### config.mk
export PLATFORM = sky130hd
export DESIGN_NAME = meter_link_frame_deframer_unit
export DESIGN_NICKNAME = d
export VERILOG_FILES = /design/src/rtl/core/mld_pkg.sv /design/src/rtl/core/mld_input_stage.sv /design/src/rtl/core/mld_frame_engine.sv /design/src/rtl/core/mld_output_stage.sv /design/src/rtl/core/meter_link_frame_deframer_unit.sv
export SDC_FILE = /design/constraint.sdc
export NUM_CORES = 1
export LEC_CHECK = 0
export BUFFER_PORTS_ARGS = -buffer_cell sky130_fd_sc_hd__buf_2
export CAP_MARGIN = 20
export CORE_AREA = 4 4 157 190
export CTS_BUF_LIST = sky130_fd_sc_hd__clkbuf_8
export CTS_CLUSTER_DIAMETER = 60
export DETAILED_ROUTE_END_ITERATION = 7
export DIE_AREA = 0 0 161 194
export GPL_ROUTABILITY_DRIVEN = 0
export PLACE_DENSITY = 0.81
export SLEW_MARGIN = 10
export SYNTH_ARGS = -nofsm -noshare
export SYNTH_HDL_FRONTEND = slang
export SYNTH_HIERARCHICAL = 1
export SYNTH_SLANG_ARGS = --single-unit
### constraint.sdc
create_clock -name clk -period 9.7 [get_ports clk]
set_clock_uncertainty 0.05 [all_clocks]
set_input_delay 1.455 -clock clk [delete_from_list [all_inputs] [get_ports clk]]
set_output_delay 1.455 -clock clk [all_outputs]
set_load 0.05 [all_outputs]
### src/rtl/core/mld_pkg.sv
// Shared types and constants for the meter link frame deframer.
// Depends on nothing; imported by every module of the block.
package mld_pkg;

	localparam logic [7:0] START_BYTE = 8'h68;
	localparam logic [7:0] END_BYTE = 8'h16;
	localparam int ADDR_BYTES = 6;
	localparam int MIN_FRAME = 12;
	localparam int ADDR_FRAME = MIN_FRAME + 2 * ADDR_BYTES;
	localparam int ADDR_FLAG_BIT = 5;
	localparam int OUT_BITS = 178;
	localparam int OUT_TDATA_W = ((OUT_BITS + 7) / 8) * 8;

	typedef enum logic [1:0] {
		ST_GOOD = 2'd0,
		ST_CSUM = 2'd1,
		ST_BAD  = 2'd2
	} frame_status_t;

	typedef enum logic {
		KIND_PAYLOAD   = 1'b0,
		KIND_FRAME_END = 1'b1
	} item_kind_t;

	typedef struct packed {
		item_kind_t    item_kind;
		logic [7:0]    payload_byte;
		frame_status_t frame_status;
		logic [7:0]    control_byte;
		logic [7:0]    app_function;
		logic [7:0]    sequence_res;
		logic [31:0]   data_id;
		logic [47:0]   source_address;
		logic [47:0]   dest_address;
		logic [15:0]   payload_length;
	} result_t;

endpackage

### src/rtl/core/mld_input_stage.sv
// Input register of the deframer: one received byte held between the stream
// port and the frame engine. Depends on mld_pkg.
module mld_input_stage
	import mld_pkg::*;
(
	input  logic       clk,
	input  logic       arst_n,
	input  logic       s_tvalid,
	output logic       s_tready,
	input  logic [7:0] s_tdata,
	input  logic       advance,
	output logic       valid_s1,
	output logic [7:0] byte_s1
);

	assign s_tready = !valid_s1 || advance;

	always_ff @(posedge clk or negedge arst_n) begin
		if (!arst_n) begin
			valid_s1 <= 1'b0;
		end else if (s_tvalid && s_tready) begin
			valid_s1 <= 1'b1;
		end else if (advance) begin
			valid_s1 <= 1'b0;
		end
	end

	always_ff @(posedge clk) begin
		if (s_tvalid && s_tready) begin
			byte_s1 <= s_tdata;
		end
	end

endmodule

### src/rtl/core/mld_frame_engine.sv
// Frame engine: parse state, header capture, running checksum and the result
// of the byte at hand. Depends on mld_pkg.
module mld_frame_engine
	import mld_pkg::*;
(
	input  logic       clk,
	input  logic       arst_n,
	input  logic       step,
	input  logic [7:0] rx_byte,
	output logic       res_valid,
	output result_t    res
);

	typedef enum logic [3:0] {
		PH_HUNT, PH_LEN_LO, PH_LEN_HI, PH_CTRL, PH_SRC, PH_DST,
		PH_FUNC, PH_SEQ, PH_DI, PH_DATA, PH_CS, PH_END
	} phase_t;

	phase_t      phase_q, phase_d;
	logic [15:0] len_q, len_d;
	logic [15:0] cnt_q, cnt_d;
	logic [7:0]  sum_q, sum_d;
	logic [7:0]  ctrl_q, ctrl_d;
	logic [7:0]  func_q, func_d;
	logic [7:0]  seq_q, seq_d;
	logic [31:0] id_q, id_d;
	logic [47:0] src_q, src_d;
	logic [47:0] dst_q, dst_d;
	logic        mis_q, mis_d;

	logic [15:0] overhead;
	logic [15:0] plen;
	logic [16:0] cnt_inc;
	logic [7:0]  sum_add;

	assign overhead = ctrl_q[ADDR_FLAG_BIT] ? 16'(ADDR_FRAME) : 16'(MIN_FRAME);
	assign plen = (len_q >= overhead) ? (len_q - overhead) : 16'd0;
	assign cnt_inc = {1'b0, cnt_q} + 17'd1;
	assign sum_add = sum_q + rx_byte;

	always_comb begin
		phase_d = phase_q;
		len_d = len_q;
		cnt_d = cnt_q;
		sum_d = sum_q;
		ctrl_d = ctrl_q;
		func_d = func_q;
		seq_d = seq_q;
		id_d = id_q;
		src_d = src_q;
		dst_d = dst_q;
		mis_d = mis_q;
		res_valid = 1'b0;
		res = '0;
		res.item_kind = KIND_FRAME_END;
		res.frame_status = ST_BAD;
		res.control_byte = ctrl_q;
		res.app_function = func_q;
		res.sequence_res = seq_q;
		res.data_id = id_q;
		res.source_address = src_q;
		res.dest_address = dst_q;
		res.payload_length = 16'd0;
		unique case (phase_q)
			PH_HUNT: begin
				if (rx_byte == START_BYTE) begin
					len_d = '0;
					cnt_d = '0;
					sum_d = '0;
					ctrl_d = '0;
					func_d = '0;
					seq_d = '0;
					id_d = '0;
					src_d = '0;
					dst_d = '0;
					mis_d = 1'b0;
					phase_d = PH_LEN_LO;
				end
			end
			PH_LEN_LO: begin
				len_d = {8'd0, rx_byte};
				phase_d = PH_LEN_HI;
			end
			PH_LEN_HI: begin
				len_d = {rx_byte, len_q[7:0]};
				if ({rx_byte, len_q[7:0]} < 16'(MIN_FRAME)) begin
					res_valid = 1'b1;
					phase_d = PH_HUNT;
				end else begin
					phase_d = PH_CTRL;
				end
			end
			PH_CTRL: begin
				ctrl_d = rx_byte;
				sum_d = rx_byte;
				cnt_d = '0;
				res.control_byte = rx_byte;
				if (rx_byte[ADDR_FLAG_BIT]) begin
					if (len_q < 16'(ADDR_FRAME)) begin
						res_valid = 1'b1;
						phase_d = PH_HUNT;
					end else begin
						phase_d = PH_SRC;
					end
				end else begin
					phase_d = PH_FUNC;
				end
			end
			PH_SRC, PH_DST: begin
				sum_d = sum_add;
				for (int i = 0; i < ADDR_BYTES; i++) begin
					if (cnt_q[2:0] == 3'(i)) begin
						if (phase_q == PH_SRC) begin
							src_d[8*i +: 8] = src_q[8*i +: 8] | rx_byte;
						end else begin
							dst_d[8*i +: 8] = dst_q[8*i +: 8] | rx_byte;
						end
					end
				end
				if (cnt_inc >= 17'(ADDR_BYTES)) begin
					cnt_d = '0;
					phase_d = (phase_q == PH_SRC) ? PH_DST : PH_FUNC;
				end else begin
					cnt_d = cnt_inc[15:0];
				end
			end
			PH_FUNC: begin
				sum_d = sum_add;
				func_d = rx_byte;
				phase_d = PH_SEQ;
			end
			PH_SEQ: begin
				sum_d = sum_add;
				seq_d = rx_byte;
				cnt_d = '0;
				phase_d = PH_DI;
			end
			PH_DI: begin
				sum_d = sum_add;
				for (int i = 0; i < 4; i++) begin
					if (cnt_q[1:0] == 2'(i)) begin
						id_d[8*i +: 8] = id_q[8*i +: 8] | rx_byte;
					end
				end
				if (cnt_inc >= 17'd4) begin
					cnt_d = '0;
					phase_d = (plen == 16'd0) ? PH_CS : PH_DATA;
				end else begin
					cnt_d = cnt_inc[15:0];
				end
			end
			PH_DATA: begin
				sum_d = sum_add;
				cnt_d = cnt_inc[15:0];
				if (cnt_inc >= {1'b0, plen}) begin
					phase_d = PH_CS;
				end
				res_valid = 1'b1;
				res = '0;
				res.item_kind = KIND_PAYLOAD;
				res.payload_byte = rx_byte;
			end
			PH_CS: begin
				mis_d = (rx_byte != sum_q);
				phase_d = PH_END;
			end
			PH_END: begin
				res_valid = 1'b1;
				res.payload_length = plen;
				if (rx_byte != END_BYTE) begin
					res.frame_status = ST_BAD;
				end else if (mis_q) begin
					res.frame_status = ST_CSUM;
				end else begin
					res.frame_status = ST_GOOD;
				end
				phase_d = PH_HUNT;
			end
			default: begin
				phase_d = PH_HUNT;
			end
		endcase
	end

	always_ff @(posedge clk or negedge arst_n) begin
		if (!arst_n) begin
			phase_q <= PH_HUNT;
		end else if (step) begin
			phase_q <= phase_d;
		end
	end

	always_ff @(posedge clk) begin
		if (step) begin
			len_q <= len_d;
			cnt_q <= cnt_d;
			sum_q <= sum_d;
			ctrl_q <= ctrl_d;
			func_q <= func_d;
			seq_q <= seq_d;
			id_q <= id_d;
			src_q <= src_d;
			dst_q <= dst_d;
			mis_q <= mis_d;
		end
	end

endmodule

### src/rtl/core/mld_output_stage.sv
// Result register of the deframer, driving the master stream port.
// Depends on mld_pkg.
module mld_output_stage
	import mld_pkg::*;
(
	input  logic    clk,
	input  logic    arst_n,
	input  logic    load,
	input  result_t res,
	output logic    out_valid_q,
	input  logic    m_tready,
	output result_t out_q
);

	always_ff @(posedge clk or negedge arst_n) begin
		if (!arst_n) begin
			out_valid_q <= 1'b0;
		end else if (load) begin
			out_valid_q <= 1'b1;
		end else if (m_tready) begin
			out_valid_q <= 1'b0;
		end
	end

	always_ff @(posedge clk) begin
		if (load) begin
			out_q <= res;
		end
	end

endmodule

### src/rtl/core/meter_link_frame_deframer_unit.sv
// Top level of the meter link frame deframer: input register, frame engine
// and result register. Depends on mld_pkg and the three mld_ modules.
//
//  Port group   Dir  Payload
//  s_t*         in   s_tdata[7:0] = rx_byte
//  m_t*         out  m_tuser = item_kind; m_tdata = payload and frame header
//
// One byte is taken per cycle while the result side keeps up; a byte passes
// the input register, then the result register. The frame engine steps once
// per byte through a single state register and an 8-bit checksum adder.
// Reset clears the parse state, so the block hunts for a start byte.
// A stalled result holds one byte in the input register; then s_tready drops.
module meter_link_frame_deframer_unit
	import mld_pkg::*;
(
	input  logic                   clk,
	input  logic                   arst_n,
	input  logic                   s_tvalid,
	output logic                   s_tready,
	input  logic [7:0]             s_tdata,  // rx_byte
	output logic                   m_tvalid,
	input  logic                   m_tready,
	// payload_byte, frame_status, control_byte, app_function, sequence_res,
	// data_id, source_address, dest_address, payload_length, zero fill
	output logic [OUT_TDATA_W-1:0] m_tdata,
	output logic                   m_tuser   // item_kind
);

	logic       valid_s1;
	logic [7:0] byte_s1;
	logic       advance;
	logic       res_valid;
	result_t    res;
	result_t    out_q;

	assign advance = valid_s1 && (!m_tvalid || m_tready);

	mld_input_stage u_input (
		.clk      (clk),
		.arst_n   (arst_n),
		.s_tvalid (s_tvalid),
		.s_tready (s_tready),
		.s_tdata  (s_tdata),
		.advance  (advance),
		.valid_s1 (valid_s1),
		.byte_s1  (byte_s1)
	);

	mld_frame_engine u_engine (
		.clk       (clk),
		.arst_n    (arst_n),
		.step      (advance),
		.rx_byte   (byte_s1),
		.res_valid (res_valid),
		.res       (res)
	);

	mld_output_stage u_output (
		.clk         (clk),
		.arst_n      (arst_n),
		.load        (advance && res_valid),
		.res         (res),
		.out_valid_q (m_tvalid),
		.m_tready    (m_tready),
		.out_q       (out_q)
	);

	assign m_tuser = out_q.item_kind;
	assign m_tdata = {
		(OUT_TDATA_W - OUT_BITS)'(0),
		out_q.payload_length,
		out_q.dest_address,
		out_q.source_address,
		out_q.data_id,
		out_q.sequence_res,
		out_q.app_function,
		out_q.control_byte,
		out_q.frame_status,
		out_q.payload_byte
	};

endmodule
; Yosys cells after proc, flatten, opt, wreduce, memory -nomap -nowiden
; Index checks and enable logic that the tools add are counted.
; Widths: inputs -> output; s select.
[word_totals]
memories = 0
output_inout_bits = 187
romBits = 0
latch_bits = 0
input_bits = 12
ff_bits = 386
ram_bits = 0
wordCells = 224
[op_classes]
shift = 0
n_reduce_logical = 52
add_sub_neg = 3
bitwise_logic = 17
order_cmp = 6
eq_ne = 38
div = 0
n_mul = 0
mux = 70
[op_table]
columns = op, n
row1 = $mux 8, 29
row2 = $pmux 48 s2, 2
row3 = $or 8x8->8, 16
row4 = $pmux 16 s5, 1
row5 = $reduce_and 5->1, 13
row6 = $mux 16, 4
row7 = $pmux 32 s2, 1
row8 = $pmux 8 s2, 4
row9 = $mux 48, 1
row10 = $pmux 16 s3, 1
row11 = $pmux 4 s10, 1
row12 = $ge 17x3->1 const B, 2
row13 = $mux 32, 1
row14 = $ne 2x1->1 const B, 15
row15 = $pmux 8 s3, 1
row16 = $reduce_and 3->1, 7
row17 = $mux 4, 5
row18 = $reduce_and 4->1, 5
row19 = $reduce_bool 2->1, 9
row20 = $add 16x1->17 const B, 1
row21 = $ge 17x16->1, 1
row22 = $eq 4x3->1 const B, 4
row23 = $eq 4x4->1 const B, 4
row24 = $ge 16x16->1, 1
row25 = other kinds (35), 57

; Logic depth before layout (Yosys ltp)
[logic_depth]
ltp_word = 7
depth_mapped = 18
mapped_depth_nobuf = 17

; Modules after synthesis
; The synthesis kept the hierarchy.
[modules_own_cells]
columns = module, seq_area_each_um2, area_per_inst_um2, n_inst, cells_each
row1 = mld_frame_engine, 5895.7, 10850.4, 1, 1070
row2 = mld_output_stage, 5400.2, 5411.4, 1, 182
row3 = mld_input_stage, 265.3, 294.0, 1, 12
row4 = meter_link_frame_deframer_unit, 0.0, 67.6, 1, 10

; Worst setup path before layout
; Ideal clock, no wire load.
[synth_timing]
path_type = reg2reg
from = register u_engine.len_q[10]
to = register u_output/out_q[0] (netlist name)
path_stages_with_launch = 8
setup_slack_ns = 2.868
required_time_ns = 9.087
arrival_ns = 6.220
setup_time_ns = 0.563
synth_period_minus_slack_ns = 6.832
path_cell_list = edfxtp_1 > or4_4 > or3_4 > a2111oi_0 > a21oi_1 > o32ai_1 > nor2b_1 > and3_1
[synth_between]
elab_chain_len = 5
[synth_rtl]
columns = element, line_no
row1 = from (decl), mld_frame_engine.sv:20  ; logic [15:0] len_q, len_d;
row2 = from (signal assigned), mld_frame_engine.sv:195  ; len_q <= len_d;
row3 = $lt 16x5->1, mld_frame_engine.sv:99  ; if (len_q < 16'(ADDR_FRAME)) begin
row4 = $mux 1, mld_frame_engine.sv:99
row5 = $mux 1, mld_frame_engine.sv:98  ; if (rx_byte[ADDR_FLAG_BIT]) begin
row6 = $pmux 1 s3, mld_frame_engine.sv:64  ; unique case (phase_q)
row7 = named net res_valid, meter_link_frame_deframer_unit.sv:32  ; logic res_valid;
row8 = $logic_and 1x1->1, meter_link_frame_deframer_unit.sv:61  ; .load (advance && res_valid),
; The timed path passes the listed nets, and every way through them passes these cells.
; A chain may end at the register's enable or synchronous reset.

; Worst setup path in the final report
[layout_timing]
from = register u_engine.ctrl_q[5]
to = register u_engine.phase_q[2]
[layout_between]
elab_chain_len = 6
word_cells_on_any_way = 7
classes_between = add/sub: 1 / order compare: 2 / eq/ne: 1 / mux: 2 / reduce/logical: 1
[layout_rtl]
columns = element, line_no
row1 = from (decl), mld_frame_engine.sv:23  ; logic [7:0] ctrl_q, ctrl_d;
row2 = from (signal assigned), mld_frame_engine.sv:198  ; ctrl_q <= ctrl_d;
row3 = $mux 5 *, mld_frame_engine.sv:36  ; assign overhead = ctrl_q[ADDR_FLAG_BIT] ? 16'(ADDR_FRAME) : 16'(MIN_FRAME);
row4 = $sub 16x16->16 / $ge 16x16->1 (equally long branches), mld_frame_engine.sv:37  ; assign plen = (len_q >= overhead) ? (len_q - overhead) : 16'd0;
row5 = $mux 16 *, mld_frame_engine.sv:37
row6 = $ge 17x16->1 *, mld_frame_engine.sv:155  ; if (cnt_inc >= {1'b0, plen}) begin
row7 = $ne 2x1->1 (no source line) *, -
row8 = $reduce_and 5->1 (no source line) *, -
row9 = to (signal assigned), mld_frame_engine.sv:189  ; phase_q <= phase_d;
row10 = to (decl), mld_frame_engine.sv:19  ; phase_t phase_q, phase_d;
; Every way passes the cells marked *; elsewhere a longest branch is shown, timed or not.

==> impl_metrics.csv <==
group,metric,value,unit
worst_setup_path,crit_required,10.12,ns
min_path,hp-class,"flop to flop",
global_routing,globalRoute.busiestLayer,"met2",
die,core,0.02783,sq mm
global_routing,met3_usage,0.04401,
logic_synthesis,synth_common_cells,"edfxtp_1 (380), nor2_1 (251), and2_1 (201)",
final_layout,layout-drive-gt1-share,0.2032,
final_layout,syn2layout_area_growth,13.95,%
sta,fin_crit_sh,0.4449,
sta,fmax,231.7,MHz
power,p_sw,1.788,mW
worst_setup_path,crit_slowest_cell,"nand3_1",
final_layout,fillers,2015,
sta,setup_viol,0,
logic_synthesis,synth-async-reset-ratio,0.01554,
power,powerDensity,269.3,mW/mm^2
final_layout,seq_area,0.01156,sq mm
worst_setup_path,crit_family,"compound AO/OA/AOI/OAI gates",
sta,worst_slew_pin_slew,1.046,ns
die,start_util,0.5973,
sta,setup_tns,0,ns
global_routing,grt_max_degree,147,
clock_tree,clock_sinks,386,
clock_tree,cts.clk_slew.worst_paths,0.07,ns
sta,drv_slew,0,
worst_setup_path,critical_path_buf_inv_count,1,
drt,vias,10460,
place,dp_hpwl,22860,um
final_layout,multi_input_area,0.004722,sq mm
global_routing,use_met2,0.3770,
power,leakage,7.153,nW
sta,hold_viol_final,0,
logic_synthesis,syn_inst,1274,
final_layout,fin_nets,1518,
sta,min_period,4.315,ns
worst_setup_path,cpPeakStageDelay,0.50,ns
final_layout,fin_util,0.6806,
clock_tree,cts_resized,0,
sta,fin_ws,5.385,ns
drt,finalWirelength,35290,um
global_routing,met1_usage,0.2944,
logic_synthesis,synth_top_flop_cell,"edfxtp_1",
logic_synthesis,yosys-top-cells-area,"edfxtp_1 (69%), and2_1 (7.6%), nor2_1 (5.7%)",
global_routing,grt_pass1_wl,55630,um
clock_tree,clockBufferDepth,3,
place,pre_cts_ws,5.409,ns
global_routing,antenna_found_initial,1,
worst_setup_path,cp-end-kind,"flop",
drt,wire_per_inst,18.67,um
logic_synthesis,yosysSeqAreaShare,0.6955,
worst_setup_path,cpMostUsedCell,"ha_1",
clock_tree,root_buffer,"clkbuf_8",
logic_synthesis,synth_edf_count,380,
drt,drt_iter0_markers,1019,
status,status,"finished clean",
worst_setup_path,crit_chain,"inv_1, ha_1, or3b_2, o31a_1, nand3_1, o21ai_0, ha_1, a21o_1, a211o_1, a41o_1, a211oi_1, nor2_1, nand2_1, mux2_2",
logic_synthesis,synth-seq-cells,386,
power,seqPwrFrac,0.487,
die,num_io_pins,199,
global_routing,first_global_vias,10370,
worst_setup_path,critPathArrivalTime,4.73,ns
clock_tree,cts_hold_buf,0,
power,clkPwrFrac,0.219,
clock_tree,h-tree-depth,2,
die,die_width,161,um
die,die_area,0.03123,sq mm
clock_tree,cts-buffers-inserted,54,
clock_tree,post_cts_buffers,0,
die,fp-row-count,67,
global_routing,grt_usage,0.2232,
flow_run,cap_violations,0,
logic_synthesis,netlist_area,0.01662,sq mm
power,p_int,3.312,mW
final_layout,diodes,0,
die,dieHeight,194,um
logic_synthesis,synth_area_per_cell,13.05,sq um
power,combPwrFrac,0.294,
logic_synthesis,yosysTopAreaCellShare,0.6864,
clock_tree,clock_latency,0.58,ns
place,port_buffers,192,
clock_tree,cts_tree,"yes",
sta,hold-worst-slack,0.4624,ns
worst_setup_path,path_class,"flop to flop",
logic_synthesis,yosysMostFrequentCell,"edfxtp_1",
worst_setup_path,cp-start-kind,"flop",
logic_synthesis,synth.distinct_cells,69,
sta,slew_headroom,0.3026,
logic_synthesis,yosysTopAreaCell,"edfxtp_1",
drt,antenna_left,0,
logic_synthesis,yosysWarnings,6,
drt,drc_errors,0,
power,finalPower,5.101,mW
worst_setup_path,crit_fanout,21,
power,swShare,0.3506,
sta,rsz0062_at_grt,"no",
drt,dr.pass1.iters,6,
global_routing,overflow,0,
drt,viasPerCell,5.532,
power,peakVddDrop,0.0001458,V
## placed cells by master, fill, tap and decap left out, types with 5 or more instances in the layout
cell,count
o21ai_0,9
nor4_1,13
buf_4,19
o31a_1,6
a21o_1,20
conb_1,6
o21a_1,35
and2_1,201
clkinv_2,6
ha_1,31
and4_1,6
clkinv_1,20
xor2_1,14
a2111oi_2,5
and3_1,8
nand2_1,37
inv_1,32
edfxtp_1,380
nor2_1,250
nand4_1,8
nor3_1,11
buf_2,195
nand3_1,12
clkbuf_8,54
xnor2_1,14
nor2b_1,8
a21oi_1,22
dfrtp_1,6
nand2b_1,8
## power groups by stage
stage	sequential (mW)	combinational (mW)	clock (mW)
3_5_place_dp	2.51	1.49	0
5_1_grt	2.52	1.65	1.22
2_1_floorplan	2.69	0.909	0
6_report	2.48	1.50	1.12
3_3_place_gp	2.50	1.44	0
4_1_cts	2.48	1.49	1.14
## flip-flops by register name (all words and copies together), names as in the netlist, 16 cells and up
name / flops
u_output/out_q: 179
u_engine/src_q: 48
u_engine/len_q: 16
u_engine/cnt_q: 16
u_engine/id_q: 32
u_engine/dst_q: 48
## worst paths after layout
path | startpoint | endpoint | slack [ns] | cells past startpoint
max | u_engine/ctrl_q[5]$_SDFFCE_PN0P_ | u_engine/phase_q[2]$_DFFE_PN0P_ | 5.38 | 14
min | u_engine/seq_q[0]$_SDFFCE_PN0P_ | u_output/out_q[144]$_DFFE_PP_ | 0.46 | 1
max reg2reg | u_engine/ctrl_q[5]$_SDFFCE_PN0P_ | u_engine/phase_q[2]$_DFFE_PN0P_ | 5.38 | 14
min reg2reg | u_engine/seq_q[0]$_SDFFCE_PN0P_ | u_output/out_q[144]$_DFFE_PP_ | 0.46 | 1
max in group asynchronous | arst_n | u_engine/phase_q[1]$_DFFE_PN0P_ | 8.78 | 1
min in group asynchronous | arst_n | u_input/valid_s1$_DFFE_PN0P_ | 0.66 | 1
## logic make-up after synthesis
logic type                 share of synthesized area
buffers and inverters                        0.02439
other                                      0.0002256
and+or+nand+nor                               0.1824
adders and majority gates                    0.02454
DFF                                           0.6955
AOI/OAI and AO/OA                            0.05638
xor gates and xnor gates                     0.01475
muxes                                       0.001882
## area by class of cell
type                       count  area share
clock buffer                  54     0.03924
clock inverter                39     0.01057
sequential                   386      0.6103
multi-input combinational    793      0.2493
timing repair buffer         216     0.06090
tap                          379     0.02503
inverter                      23    0.004624
## metrics by stage
step / area, sq um / cells
6_report: 18940 / 1890
5_1_grt: 18940 / 1890
4_1_cts: 18890 / 1885
3_5_place_dp: 17950 / 1792
3_3_place_gp: 17950 / 1792
2_1_floorplan: 16640 / 1279
## layer usage
layer / wire (um) / vias to the layer above
li1: - / 4907
met1: 14040 / 5006
met2: 17270 / 472
met3: 2956 / 70
met4: 1025 / 0
met5: 0 / -
Power figures use the tool's default switching activity.
